<file path="src/rtl/tlc_pkg.sv">
// Shared types, constants and helper functions for the two-way traffic light controller.
package tlc_pkg;

    // Timing constants
    localparam int unsigned TICKS_PER_SECOND = 100;
    localparam int unsigned BLINK_HALF_TICKS = 50;

    // Field widths
    localparam int unsigned SECS_W  = 7;
    localparam int unsigned COUNT_W = 14;
    localparam int unsigned BLINK_W = $clog2(BLINK_HALF_TICKS + 1);
    localparam int unsigned IN_W    = 8;
    localparam int unsigned OUT_W   = 48;

    // Configuration register indexes
    localparam logic [1:0] CFG_RED    = 2'd0;
    localparam logic [1:0] CFG_YELLOW = 2'd1;
    localparam logic [1:0] CFG_GREEN  = 2'd2;

    typedef enum logic [1:0] {
        COL_RED    = 2'd0,
        COL_YELLOW = 2'd1,
        COL_GREEN  = 2'd2
    } t_colour;

    typedef enum logic [2:0] {
        MODE_NORMAL      = 3'd0,
        MODE_EDIT_RED    = 3'd1,
        MODE_EDIT_YELLOW = 3'd2,
        MODE_EDIT_GREEN  = 3'd3,
        MODE_INIT        = 3'd4
    } t_mode;

    // Durations in seconds, slot 0 red, 1 yellow, 2 green
    typedef logic [2:0][SECS_W-1:0] t_secs3;

    // Result item, last field in the lowest bits
    typedef struct packed {
        logic [5:0]         pad;
        logic [SECS_W-1:0]  edit_seconds;
        logic [COUNT_W-1:0] remaining_two;
        logic [COUNT_W-1:0] remaining_one;
        logic [1:0]         mode_code;
        logic               lamps_lit;
        logic [1:0]         light_two;
        logic [1:0]         light_one;
    } t_result;

    // Seconds to ticks
    function automatic logic [COUNT_W-1:0] dur_ticks(input logic [SECS_W-1:0] secs);
        return COUNT_W'(COUNT_W'(secs) * COUNT_W'(TICKS_PER_SECOND));
    endfunction

    // Pick the stored duration for a colour
    function automatic logic [SECS_W-1:0] pick_secs(input t_secs3 ps, input t_colour col);
        logic [SECS_W-1:0] v;
        case (col)
            COL_RED:    v = ps[0];
            COL_YELLOW: v = ps[1];
            COL_GREEN:  v = ps[2];
            default:    v = ps[0];
        endcase
        return v;
    endfunction

    // Normal cycle order: red, green, yellow
    function automatic t_colour next_colour(input t_colour col);
        t_colour c;
        case (col)
            COL_RED:    c = COL_GREEN;
            COL_GREEN:  c = COL_YELLOW;
            COL_YELLOW: c = COL_RED;
            default:    c = col;
        endcase
        return c;
    endfunction

    // Add one second, 99 wraps to 0 (values above 99 reduced modulo 100)
    function automatic logic [SECS_W-1:0] edit_inc(input logic [SECS_W-1:0] v);
        logic [SECS_W:0] s;
        s = {1'b0, v} + (SECS_W+1)'(1);
        if (s >= (SECS_W+1)'(100)) begin
            s = s - (SECS_W+1)'(100);
        end
        return SECS_W'(s);
    endfunction

endpackage

</file>
<file path="src/rtl/two_way_traffic_light_controller.sv">
// Top level of the two-way traffic light controller with duration editing.
//
//  channel  | direction | item                         | handshake
//  ---------+-----------+------------------------------+----------------------------
//  s        | in        | one tick with button pulses  | i_s_tvalid / o_s_tready
//  m        | out       | lamp colours, mode, timers   | o_m_tvalid / i_m_tready
//  cfg      | in        | initial duration write       | i_cfg_valid / o_cfg_ready
//
//  One item per cycle while o_s_tready is high: the whole tick update is done in the cycle
//  the item is accepted, and its result goes to the output register or, if stalled, the skid.
//  A two-entry output stage (result register plus skid) lets a new item in while a
//  result still waits; o_s_tready drops only when both entries are full.
//  Reset is synchronous; the first item after reset loads the durations from the
//  configuration registers and starts normal mode. Configuration writes are always taken.
module two_way_traffic_light_controller
    import tlc_pkg::*;
(
    input  logic             i_clk,
    input  logic             i_rst_n,
    input  logic             i_s_tvalid,
    output logic             o_s_tready,
    input  logic [IN_W-1:0]  i_s_tdata,   // [0] press_mode, [1] press_increment,
                                          // [2] press_store, [7:3] zero
    output logic             o_m_tvalid,
    input  logic             i_m_tready,
    output logic [OUT_W-1:0] o_m_tdata,   // [1:0] light_one, [3:2] light_two,
                                          // [4] lamps_lit, [6:5] mode_code,
                                          // [20:7] remaining_one, [34:21] remaining_two,
                                          // [41:35] edit_seconds, [47:42] zero
    input  logic             i_cfg_valid,
    output logic             o_cfg_ready,
    input  logic [1:0]       i_cfg_index,
    input  logic [SECS_W-1:0] i_cfg_data
);

    // Controller state
    t_mode               r_mode,  n_mode;
    t_colour             r_col1,  n_col1;
    t_colour             r_col2,  n_col2;
    logic [COUNT_W-1:0]  r_cnt1,  n_cnt1;
    logic [COUNT_W-1:0]  r_cnt2,  n_cnt2;
    logic                r_exp1,  n_exp1;
    logic                r_exp2,  n_exp2;
    logic                r_expb,  n_expb;
    logic [BLINK_W-1:0]  r_blink, n_blink;
    logic                r_lamp,  n_lamp;
    t_secs3              r_ps,    n_ps;
    logic [SECS_W-1:0]   r_edit,  n_edit;
    t_secs3              r_cfg;

    // Output stage
    logic    r_out_valid, r_skid_valid;
    t_result r_out, r_skid;
    t_result n_res;

    logic in_acc;
    logic b_mode, b_inc, b_store;
    logic [1:0] slot;

    assign b_mode  = i_s_tdata[0];
    assign b_inc   = i_s_tdata[1];
    assign b_store = i_s_tdata[2];

    assign o_s_tready  = !r_skid_valid;
    assign in_acc      = i_s_tvalid && o_s_tready;
    assign o_m_tvalid  = r_out_valid;
    assign o_m_tdata   = r_out;
    assign o_cfg_ready = 1'b1;

    assign slot = 2'(r_mode[1:0] - 2'd1);

    // Configuration registers
    always_ff @(posedge i_clk) begin
        if (!i_rst_n) begin
            r_cfg[0] <= SECS_W'(5);
            r_cfg[1] <= SECS_W'(2);
            r_cfg[2] <= SECS_W'(3);
        end else if (i_cfg_valid) begin
            case (i_cfg_index)
                CFG_RED:    r_cfg[0] <= i_cfg_data;
                CFG_YELLOW: r_cfg[1] <= i_cfg_data;
                CFG_GREEN:  r_cfg[2] <= i_cfg_data;
                default:    ;
            endcase
        end
    end

    // Tick update: timers count down first, then the mode logic
    always_comb begin
        n_mode  = r_mode;
        n_col1  = r_col1;
        n_col2  = r_col2;
        n_cnt1  = r_cnt1;
        n_cnt2  = r_cnt2;
        n_exp1  = r_exp1;
        n_exp2  = r_exp2;
        n_expb  = r_expb;
        n_blink = r_blink;
        n_lamp  = r_lamp;
        n_ps    = r_ps;
        n_edit  = r_edit;

        if (r_cnt1 != '0) begin
            n_cnt1 = r_cnt1 - COUNT_W'(1);
            if (n_cnt1 == '0) n_exp1 = 1'b1;
        end
        if (r_cnt2 != '0) begin
            n_cnt2 = r_cnt2 - COUNT_W'(1);
            if (n_cnt2 == '0) n_exp2 = 1'b1;
        end
        if (r_blink != '0) begin
            n_blink = r_blink - BLINK_W'(1);
            if (n_blink == '0) n_expb = 1'b1;
        end

        case (r_mode)
            MODE_NORMAL: begin
                if (n_exp1) begin
                    n_col1 = next_colour(r_col1);
                    n_cnt1 = dur_ticks(pick_secs(r_ps, n_col1));
                    n_exp1 = (n_cnt1 == '0);
                end
                if (n_exp2) begin
                    n_col2 = next_colour(r_col2);
                    n_cnt2 = dur_ticks(pick_secs(r_ps, n_col2));
                    n_exp2 = (n_cnt2 == '0);
                end
                // into edit red, direction timers cleared
                if (b_mode) begin
                    n_cnt1  = '0;
                    n_cnt2  = '0;
                    n_exp1  = 1'b0;
                    n_exp2  = 1'b0;
                    n_col1  = COL_RED;
                    n_col2  = COL_RED;
                    n_lamp  = 1'b1;
                    n_blink = BLINK_W'(BLINK_HALF_TICKS);
                    n_expb  = 1'b0;
                    n_edit  = r_ps[0];
                    n_mode  = MODE_EDIT_RED;
                end
            end
            MODE_EDIT_RED, MODE_EDIT_YELLOW, MODE_EDIT_GREEN: begin
                // blink toggle
                if (n_expb) begin
                    n_lamp  = !r_lamp;
                    n_blink = BLINK_W'(BLINK_HALF_TICKS);
                    n_expb  = 1'b0;
                end
                if (b_inc) n_edit = edit_inc(r_edit);
                if (b_store) n_ps[slot] = n_edit;
                if (b_mode) begin
                    if (r_mode == MODE_EDIT_GREEN) begin
                        // back to normal with the edited durations
                        n_blink = '0;
                        n_expb  = 1'b0;
                        n_col1  = COL_RED;
                        n_col2  = COL_GREEN;
                        n_lamp  = 1'b1;
                        n_cnt1  = dur_ticks(n_ps[0]);
                        n_exp1  = (n_cnt1 == '0);
                        n_cnt2  = dur_ticks(n_ps[2]);
                        n_exp2  = (n_cnt2 == '0);
                        n_mode  = MODE_NORMAL;
                    end else begin
                        n_col1  = t_colour'(r_mode[1:0]);
                        n_col2  = t_colour'(r_mode[1:0]);
                        n_lamp  = 1'b1;
                        n_blink = BLINK_W'(BLINK_HALF_TICKS);
                        n_expb  = 1'b0;
                        n_edit  = n_ps[r_mode[1:0]];
                        n_mode  = t_mode'(r_mode + 3'd1);
                    end
                end
            end
            default: begin
                // initialisation: take durations and start normal mode
                n_ps   = r_cfg;
                n_col1 = COL_RED;
                n_col2 = COL_GREEN;
                n_lamp = 1'b1;
                n_cnt1 = dur_ticks(r_cfg[0]);
                n_exp1 = (n_cnt1 == '0);
                n_cnt2 = dur_ticks(r_cfg[2]);
                n_exp2 = (n_cnt2 == '0);
                n_mode = MODE_NORMAL;
            end
        endcase
    end

    // Result of the item being accepted
    always_comb begin
        n_res               = '0;
        n_res.light_one     = n_col1;
        n_res.light_two     = n_col2;
        n_res.lamps_lit     = n_lamp;
        n_res.mode_code     = n_mode[1:0];
        n_res.remaining_one = n_cnt1;
        n_res.remaining_two = n_cnt2;
        n_res.edit_seconds  = n_edit;
    end

    // State registers, advanced once per accepted item
    always_ff @(posedge i_clk) begin
        if (!i_rst_n) begin
            r_mode  <= MODE_INIT;
            r_col1  <= COL_RED;
            r_col2  <= COL_GREEN;
            r_cnt1  <= '0;
            r_cnt2  <= '0;
            r_exp1  <= 1'b0;
            r_exp2  <= 1'b0;
            r_expb  <= 1'b0;
            r_blink <= '0;
            r_lamp  <= 1'b1;
            r_ps    <= '0;
            r_edit  <= '0;
        end else if (in_acc) begin
            r_mode  <= n_mode;
            r_col1  <= n_col1;
            r_col2  <= n_col2;
            r_cnt1  <= n_cnt1;
            r_cnt2  <= n_cnt2;
            r_exp1  <= n_exp1;
            r_exp2  <= n_exp2;
            r_expb  <= n_expb;
            r_blink <= n_blink;
            r_lamp  <= n_lamp;
            r_ps    <= n_ps;
            r_edit  <= n_edit;
        end
    end

    // Output register and skid entry
    always_ff @(posedge i_clk) begin
        if (!i_rst_n) begin
            r_out_valid  <= 1'b0;
            r_skid_valid <= 1'b0;
        end else begin
            if (!r_out_valid || i_m_tready) begin
                if (r_skid_valid) begin
                    r_out_valid  <= 1'b1;
                    r_skid_valid <= 1'b0;
                end else begin
                    r_out_valid  <= in_acc;
                end
            end else if (in_acc) begin
                r_skid_valid <= 1'b1;
            end
        end
    end

    always_ff @(posedge i_clk) begin
        if (!r_out_valid || i_m_tready) begin
            if (r_skid_valid) begin
                r_out <= r_skid;
            end else if (in_acc) begin
                r_out <= n_res;
            end
        end else if (in_acc) begin
            r_skid <= n_res;
        end
    end

endmodule

</file>
<file path="config.mk">
export PLATFORM = sky130hd
export DESIGN_NAME = two_way_traffic_light_controller
export DESIGN_NICKNAME = d
export VERILOG_FILES = /design/src/rtl/tlc_pkg.sv /design/src/rtl/two_way_traffic_light_controller.sv
export SDC_FILE = /design/constraint.sdc
export NUM_CORES = 1
export LEC_CHECK = 0
export BUFFER_PORTS_ARGS = -buffer_cell sky130_fd_sc_hd__buf_2
export CAP_MARGIN = 25
export CORE_MARGIN = 1.5
export CORE_UTILIZATION = 45
export DETAILED_ROUTE_END_ITERATION = 6
export PLACE_DENSITY = 0.67
export SKIP_LAST_GASP = 1
export SYNTH_ARGS = -nofsm -noshare
export SYNTH_HDL_FRONTEND = slang
export SYNTH_SLANG_ARGS = --single-unit
</file>
<file path="constraint.sdc">
create_clock -name i_clk -period 9.78 [get_ports i_clk]
set_clock_uncertainty 0.2 [all_clocks]
set_input_delay 0.978 -clock i_clk [delete_from_list [all_inputs] [get_ports i_clk]]
set_output_delay 0.978 -clock i_clk [all_outputs]
set_load 0.05 [all_outputs]
</file>
==> impl_metrics.ini, run 1 <==
[outcome]
status = complete, no violations

[clocking]
post_cts_hold_buffer_count = 0
clock_tree_from_tritoncts = built
max-clock-path-buffers = 2
cts-htree-levels = 4
ctsRootBufferMaster = sky130_fd_sc_hd__clkbuf_16
cts.sink_count = 180
cts_setup_buffers = 0
cts.reportedPaths.clkPinSlew_ns = 0.08
clock_insertion_delay_worst_skew_ns = 0.45
numCtsBuffers = 17
postCtsResizedCells = 0

[die]
core.rowCount = 65
placeableCoreArea_um2 = 31400
die_y_um = 181
io_pins = 73
floorplan.die_area_um2 = 32900
die-width_um = 181
floorplan.initialDensity = 0.455

[global_route]
global_route_wire_length_before_repair_um = 65500
grt_util_all_layers = 0.252
overflow = 0
grt_start_max_net_pins = 52
grt_antenna_before_repair = 2
grt_pass1_vias = 11900

[routing]
drtPass1Iterations = 6
drt_iter0_markers = 1288
route.final.wire_length_um = 41600
drt-wirelength-per-cell_um = 20.2
post_drt_via_cell_ratio = 6.11
drtAntennaViolNets = 0
vias_after_detailed_routing = 12600
drc = 0

[sta]
grt_setup_unrepaired = no
timing.final.max_slew_violations = 0
period_share = 0.734
max_slew.worst_pin.slew_ns = 0.989
timing_hold_violations_final = 0
setup-violations-final = 0
timing.fmax_mhz = 139
worst_slew_margin_rel = 0.338
timing.setup.tns_ns = 0
post-route-min-period_ns = 7.18

[synthesis]
ys.flop_type = sky130_fd_sc_hd__dfxtp_1
yosys.cell_types.count = 87
synth_top_area_share = 0.176
synth_seq_area_share = 0.311
async_flop_share = 0
avgSynthCellArea_um2 = 8.72
ys_warn_count = 0
synth_top_cell_by_area = sky130_fd_sc_hd__edfxtp_1
netlist_top_cells_area = sky130_fd_sc_hd__edfxtp_1, sky130_fd_sc_hd__ha_1, sky130_fd_sc_hd__dfxtp_1
synthesis.instances = 1639
synth.cell_area_um2 = 14300
synth_seq_cells = 180
synth-edff-count = 84

[placed_design]
placed_cell_area_um2 = 14900
port_buffer_count = 60
gpl_congestion = 0.956
place.detailed.hpwl_um = 30700

[layout]
layout-area-overhead-vs-synth_pct = 8.09
fin_nets = 1859
antenna-diode-count = 0
final_util = 0.492
post_route_cells_drive_above_1_share = 0.101
final_area_um2 = 15500
area_occupied_by_registers_um2 = 4440
n_fill_cell = 2976
multi_input_area_um2 = 9170

[worst_hold_path]
hold-path-cell-count = 2
timing.hold.worst.class = register to register
min_from = r_cfg[9]$_SDFFE_PN0P_

[setup_path]
critPathCaptureType = register
regToRegEndpoint = o_m_tdata[20]$_DFFE_PP_
worst_reg2reg_startpoint = r_edit[0]$_SDFFE_PN0P_
reg2reg_depth = 23
worst_setup_path_endpoint = o_m_tdata[20]$_DFFE_PP_
worstSetupStartpoint = r_edit[0]$_SDFFE_PN0P_
setup.worst_path.start_class = register
cp.arrival_ns = 7.16
timing.reg2reg.setup_slack_ns = 2.60
critPathKind = register to register
timing.critical_path.required_ns = 9.76
critical_path_peak_fanout = 15

[power_and_ir_drop]
clkPwrFrac = 0.288
intPower_mw = 1.50
max-vdd-ir-drop_mv = 0.133
power.leakage_nw = 6.67
p_sw_frac = 0.378
total_switching_power_mw = 0.910
p_seq_frac = 0.379
cellPowerDensity_nw_per_um2 = 156
power.combinational.fraction = 0.334

[flow_run]
cap_violations = 0
-- routing by layer --
layer,GRT usage,wire [um],up-vias
li1,-,-,6011
met1,0.350,18800,5971
met2,0.401,18800,531
met3,0.0318,2870,70
met4,0.0943,1170,2
met5,0,13,-
-- power by group through the flow --
stage / Combinational, mW / Clock [mW] / Sequential, mW
2_1_floorplan: 0.527 / 0 / 0.974
3_3_place_gp: 0.766 / 0 / 0.924
3_5_place_dp: 0.781 / 0 / 0.927
4_1_cts: 0.790 / 0.706 / 0.910
5_1_grt: 0.879 / 0.731 / 0.919
6_report: 0.803 / 0.693 / 0.912
-- worst max-delay path, stage by stage, from the launching register on --
cell and delay, ns:
sky130_fd_sc_hd__dfxtp_1 0.52, sky130_fd_sc_hd__ha_1 0.53, sky130_fd_sc_hd__xor2_1 0.24, sky130_fd_sc_hd__inv_1 0.07
sky130_fd_sc_hd__ha_1 0.35, sky130_fd_sc_hd__o211ai_1 0.27, sky130_fd_sc_hd__nand3_1 0.36, sky130_fd_sc_hd__and2_1 0.35
sky130_fd_sc_hd__a311o_1 0.49, sky130_fd_sc_hd__a21bo_2 0.33, sky130_fd_sc_hd__ha_1 0.31, sky130_fd_sc_hd__ha_1 0.28
sky130_fd_sc_hd__inv_1 0.05, sky130_fd_sc_hd__fa_1 0.51, sky130_fd_sc_hd__inv_1 0.05, sky130_fd_sc_hd__ha_1 0.34
sky130_fd_sc_hd__nand3_1 0.09, sky130_fd_sc_hd__o2111ai_1 0.28, sky130_fd_sc_hd__a21o_1 0.17, sky130_fd_sc_hd__a21oi_1 0.07
sky130_fd_sc_hd__xnor2_1 0.27, sky130_fd_sc_hd__o21ai_0 0.14, sky130_fd_sc_hd__a211oi_1 0.48, sky130_fd_sc_hd__o31ai_1 0.15
-- cells by family (layout without fill, tap and decap cells) --
kind of cell               Yosys count  count (layout)  synth area share
muxes                               56              56            0.0415
xor gates and xnor gates            65              65            0.0398
adders and majority gates          193             193             0.175
AOI/OAI and AO/OA                  450             450             0.212
other                                2               7          0.000525
DFF                                180             180             0.311
buffers and inverters              180             194            0.0504
and+or+nand+nor                    513             513             0.170
-- cell usage in the layout (no fill, tap or decap), drive strengths merged, types with 15 or more instances in the layout --
master    n
a211oi   19
a21o     18
a21oi   117
a31oi    26
buf      79
clkbuf   18
dfxtp    96
edfxtp   84
ha      180
inv      90
mux2     26
mux2i    30
nand2   144
nand3    31
nor2    174
nor3     31
nor4     15
o211ai   15
o21ai    85
o31ai    34
or3      15
xnor2    43
xor2     22
-- flip-flops by register name, indices dropped and copies added, names as in the netlist --
register	cells
r_skid	42
r_mode	3
r_ps	21
r_cnt1	14
r_cnt2	14
r_cfg	21
o_m_tvalid	1
r_exp1	1
o_m_tdata	42
r_edit	7
r_blink	6
r_col2	2
r_lamp	1
r_expb	1
r_col1	2
r_exp2	1
r_skid_valid	1
-- per-stage QoR --
step	instances	power (mW)	hold WS (ns)	setup slack, ns
2_1_floorplan	1644	1.50	0.244	3.77
3_3_place_gp	2027	1.69	0.267	2.85
3_5_place_dp	2027	1.71	0.280	2.67
4_1_cts	2059	2.41	0.300	2.66
5_1_grt	2060	2.53	0.330	2.15
6_report	2060	2.41	0.299	2.60
-- cells in the mapped netlist (10+ instances only) --
master	count
sky130_fd_sc_hd__fa_1	12
sky130_fd_sc_hd__a21o_1	18
sky130_fd_sc_hd__buf_1	12
sky130_fd_sc_hd__dfxtp_1	96
sky130_fd_sc_hd__a22o_1	12
sky130_fd_sc_hd__a21oi_1	116
sky130_fd_sc_hd__o211ai_1	15
sky130_fd_sc_hd__xor2_1	22
sky130_fd_sc_hd__and2_1	14
sky130_fd_sc_hd__edfxtp_1	84
sky130_fd_sc_hd__or3_1	15
sky130_fd_sc_hd__nand3_1	31
sky130_fd_sc_hd__o21a_1	13
sky130_fd_sc_hd__nand4_1	10
sky130_fd_sc_hd__xnor2_1	43
sky130_fd_sc_hd__ha_1	180
sky130_fd_sc_hd__nor3_1	30
sky130_fd_sc_hd__o21ai_0	83
sky130_fd_sc_hd__nand3b_1	12
sky130_fd_sc_hd__a31oi_1	25
sky130_fd_sc_hd__nor2_1	173
sky130_fd_sc_hd__inv_1	81
sky130_fd_sc_hd__nand2b_1	11
sky130_fd_sc_hd__a22oi_1	11
sky130_fd_sc_hd__mux2_2	26
sky130_fd_sc_hd__nor2b_1	10
sky130_fd_sc_hd__clkbuf_1	73
sky130_fd_sc_hd__a211oi_1	19
sky130_fd_sc_hd__o221ai_1	12
sky130_fd_sc_hd__nand2_1	144
sky130_fd_sc_hd__mux2i_1	30
sky130_fd_sc_hd__o31ai_1	34
sky130_fd_sc_hd__nor4_1	14
-- how the worst min path moves through the flow --
stage | endpoint | slack, ns
after floorplan | r_cnt2[10]$_SDFFE_PN0P_ | 0.24
after global placement | r_cfg[8]$_SDFFE_PN1P_ | 0.27
after detailed placement | r_cfg[8]$_SDFFE_PN1P_ | 0.28
after CTS | r_cfg[8]$_SDFFE_PN1P_ | 0.30
after global routing | r_ps[11]$_SDFFE_PN0P_ | 0.33
final | r_ps[9]$_SDFFE_PN0P_ | 0.30
-- layout make-up --
type                    instances  share of cell area
well taps                     402              0.0325
multi-input cells            1284               0.593
inverters                      83              0.0202
flip-flops and latches        180               0.288
clock inverters                14             0.00923
repair buffers                 79              0.0295
clock buffers                  18              0.0278
Power figures use the tool's default switching activity.
==> run 2: changes to the inputs <==
ABC_AREA = 1   (was not set)
clock period = 7.4 ns   (was 9.78 ns; I/O delays follow)
==> run 2 against run 1 <==
  * The run now ends with design-rule violations left
  * Sequential power up 32%
  * Final cell count increased by 10%
  * Combinational power grew 31%
  * Sequential share of layout area up 0.31 points
  * Register-to-register slack worse by 0.87 ns
  * Global-route usage is 2.4 points lower
  * Via count shrank 3.4%
  * Sequential cell count did not move
  * Worst hold slack lost 0.047 ns
  * Fmax rose by 27%
  * Wire length decreased by 11%
  * Count of clock-buffer cells in the layout fell by 1
  * Highest routed layer is now met4
==> impl_metrics.ini, run 2 <==
[setup_path]
setup.worst_path.start_class = register
cp.arrival_ns = 5.66
timing.critical_path.slowest_stage_cell = sky130_fd_sc_hd__fa_1
critPathCaptureType = register
cp_most_frequent_cell = sky130_fd_sc_hd__nand2_1
timing.critical_path.required_ns = 7.40
reg2reg_depth = 36
critical_path_peak_fanout = 5
critPathKind = register to register
cp_slowest_stage_delay_ns = 0.51

[sta]
worst_slew_margin_rel = 0.419
timing_hold_violations_final = 0
finalHoldWorstSlack_ns = 0.252
period_share = 0.766
grt_setup_unrepaired = no
post-route-min-period_ns = 5.67
setup-violations-final = 0
max_slew.worst_pin.slew_ns = 0.870
timing.setup.tns_ns = 0
timing.final.max_slew_violations = 0
timing.fmax_mhz = 177

[routing]
drtAntennaViolNets = 0
vias_after_detailed_routing = 12200
drtPass1Iterations = 7
route.final.wire_length_um = 37200
drt-wirelength-per-cell_um = 16.4
drt_iter0_markers = 1025
drc = 13
post_drt_via_cell_ratio = 5.35

[synthesis]
synth.cell_area_um2 = 14100
synth.cells.most_frequent = sky130_fd_sc_hd__nand2_1, sky130_fd_sc_hd__inv_1, sky130_fd_sc_hd__ha_1
synth_top_area_share = 0.179
ys_warn_count = 0
ys.flop_type = sky130_fd_sc_hd__dfxtp_1
synth_seq_area_share = 0.315
synthesis.instances = 1841
synth_top_cell_by_area = sky130_fd_sc_hd__edfxtp_1
synth-xor-area-share = 0.0439
async_flop_share = 0
yosys.cell_types.count = 61
compound_cell_area_share_of_the_yosys_netlist = 0.129
netlist_top_cells_area = sky130_fd_sc_hd__edfxtp_1, sky130_fd_sc_hd__ha_1, sky130_fd_sc_hd__dfxtp_1
yosysMostFrequentCell = sky130_fd_sc_hd__nand2_1
synth-edff-count = 84
avgSynthCellArea_um2 = 7.67
synth_top_family_by_area = simple AND/OR/NAND/NOR gates
yosys-mux-area-fraction = 0
basic_gate_share_of_the_synthesized_area_counting_and_or_nand_and_nor_cells = 0.239
synth_fa_ha_area_frac = 0.176
synth_seq_cells = 180

[layout]
final_common_cell = sky130_fd_sc_hd__nand2_1
post_route_cells_drive_above_1_share = 0.103
final_cell_count_no_fill = 2274
antenna-diode-count = 0
fin_nets = 2080
layout.cells.most_common_list = sky130_fd_sc_hd__nand2_1, sky130_fd_sc_hd__inv_1, sky130_fd_sc_hd__ha_1
layout-area-overhead-vs-synth_pct = 8.24

[die]
die_y_um = 180
core.rowCount = 64
io_pins = 73
die-width_um = 180
floorplan.die_area_um2 = 32500
placeableCoreArea_um2 = 30700
floorplan.initialDensity = 0.459

[clocking]
cts.reportedPaths.clkPinSlew_ns = 0.08
postCtsResizedCells = 0
post_cts_hold_buffer_count = 0
cts-htree-levels = 4
clock_insertion_delay_worst_skew_ns = 0.44
ctsRootBufferMaster = sky130_fd_sc_hd__clkbuf_16
numCtsBuffers = 17
clock_tree_from_tritoncts = built
cts.sink_count = 180
cts_setup_buffers = 0
max-clock-path-buffers = 2

[placed_design]
place_inst = 2243
gpl_congestion = 0.923
place.detailed.hpwl_um = 28200
port_buffer_count = 60

[outcome]
status = complete, but fails checks
violations = design-rule violations

[flow_run]
cap_violations = 0

[worst_hold_path]
timing.hold.worst.class = register to register
hold-path-cell-count = 2

[power_and_ir_drop]
max-vdd-ir-drop_mv = 0.162
power.leakage_nw = 7.75
cellPowerDensity_nw_per_um2 = 207

[global_route]
grt_start_max_net_pins = 65
top_usage_layer = met2
grt_pass1_vias = 11300
globalRouteMet2Util = 0.373
global_route_wire_length_before_repair_um = 59300
grt_antenna_before_repair = 0
grt_util_met3 = 0.0358
groute.layer.met1.usage = 0.314
overflow = 0
grt_util_all_layers = 0.229
==> run 2: cell types whose count changed after synthesis, sizes merged, moves of 33 or more <==
cell / delta
inv: +172
nand2: +256
nand3: +120
nor2: -55
o21ai: +50
o31ai: -33
xor2: +33
==> run 2: cell families after synthesis <==
logic type	after synthesis
adders and majority gates	192
other	2
and+or+nand+nor	734
buffers and inverters	331
xor gates and xnor gates	70
DFF	180
AOI/OAI and AO/OA	332
==> run 2: layer usage <==
metal  wire (um)  vias up
met2       17000      327
met1       17500     5628
met5           0        -
li1            -     6157
met3        2010       43
met4         685        0
==> run 2: final cells by class <==
class / count / area (um^2)
inverters: 256 / 961
multi-input cells: 1335 / 8380
flip-flops and latches: 180 / 4440
well taps: 396 / 495
clock inverters: 14 / 143
clock buffers: 17 / 425
repair buffers: 76 / 445
fillers: 2999 / 15500
==> run 2: final timing paths <==
check	slack [ns]	end	start
worst min register to register	0.25	r_cfg[11]$_SDFFE_PN0P_	r_cfg[11]$_SDFFE_PN0P_
worst max-delay path	1.73	o_m_tdata[20]$_DFFE_PP_	r_edit[0]$_SDFFE_PN0P_
worst min-delay path	0.25	r_cfg[11]$_SDFFE_PN0P_	r_cfg[11]$_SDFFE_PN0P_
worst max register to register	1.73	o_m_tdata[20]$_DFFE_PP_	r_edit[0]$_SDFFE_PN0P_
==> run 2: power breakdown <==
group	internal [mW]	leakage [nW]	switching [mW]
combinational	0.331	5.89	0.721
sequential	1.14	1.59	0.0583
clock	0.473	0.270	0.436
total	1.94	7.75	1.22
==> run 2: critical path, delay by kind of cell, from the launching register on <==
kind,cells,cell delay [ns]
AO/OA/AOI/OAI,4,0.54
adder cells (fa/ha/maj),6,1.85
buffers and inverters,6,0.52
flip-flops,1,0.38
AND/OR/NAND/NOR,20,1.96
==> run 2: metrics by stage <==
stage / instance area, um^2 / util / power (mW) / worst slack [ns]
floorplan: 14100 / - / 1.99 / 2.49
global placement: 14700 / 0.477 / 2.23 / 1.90
detailed placement: 14700 / 0.479 / 2.25 / 1.85
CTS: 15300 / 0.497 / 3.16 / 1.83
global route: 15300 / 0.497 / 3.33 / 1.32
finish: 15300 / 0.497 / 3.16 / 1.73
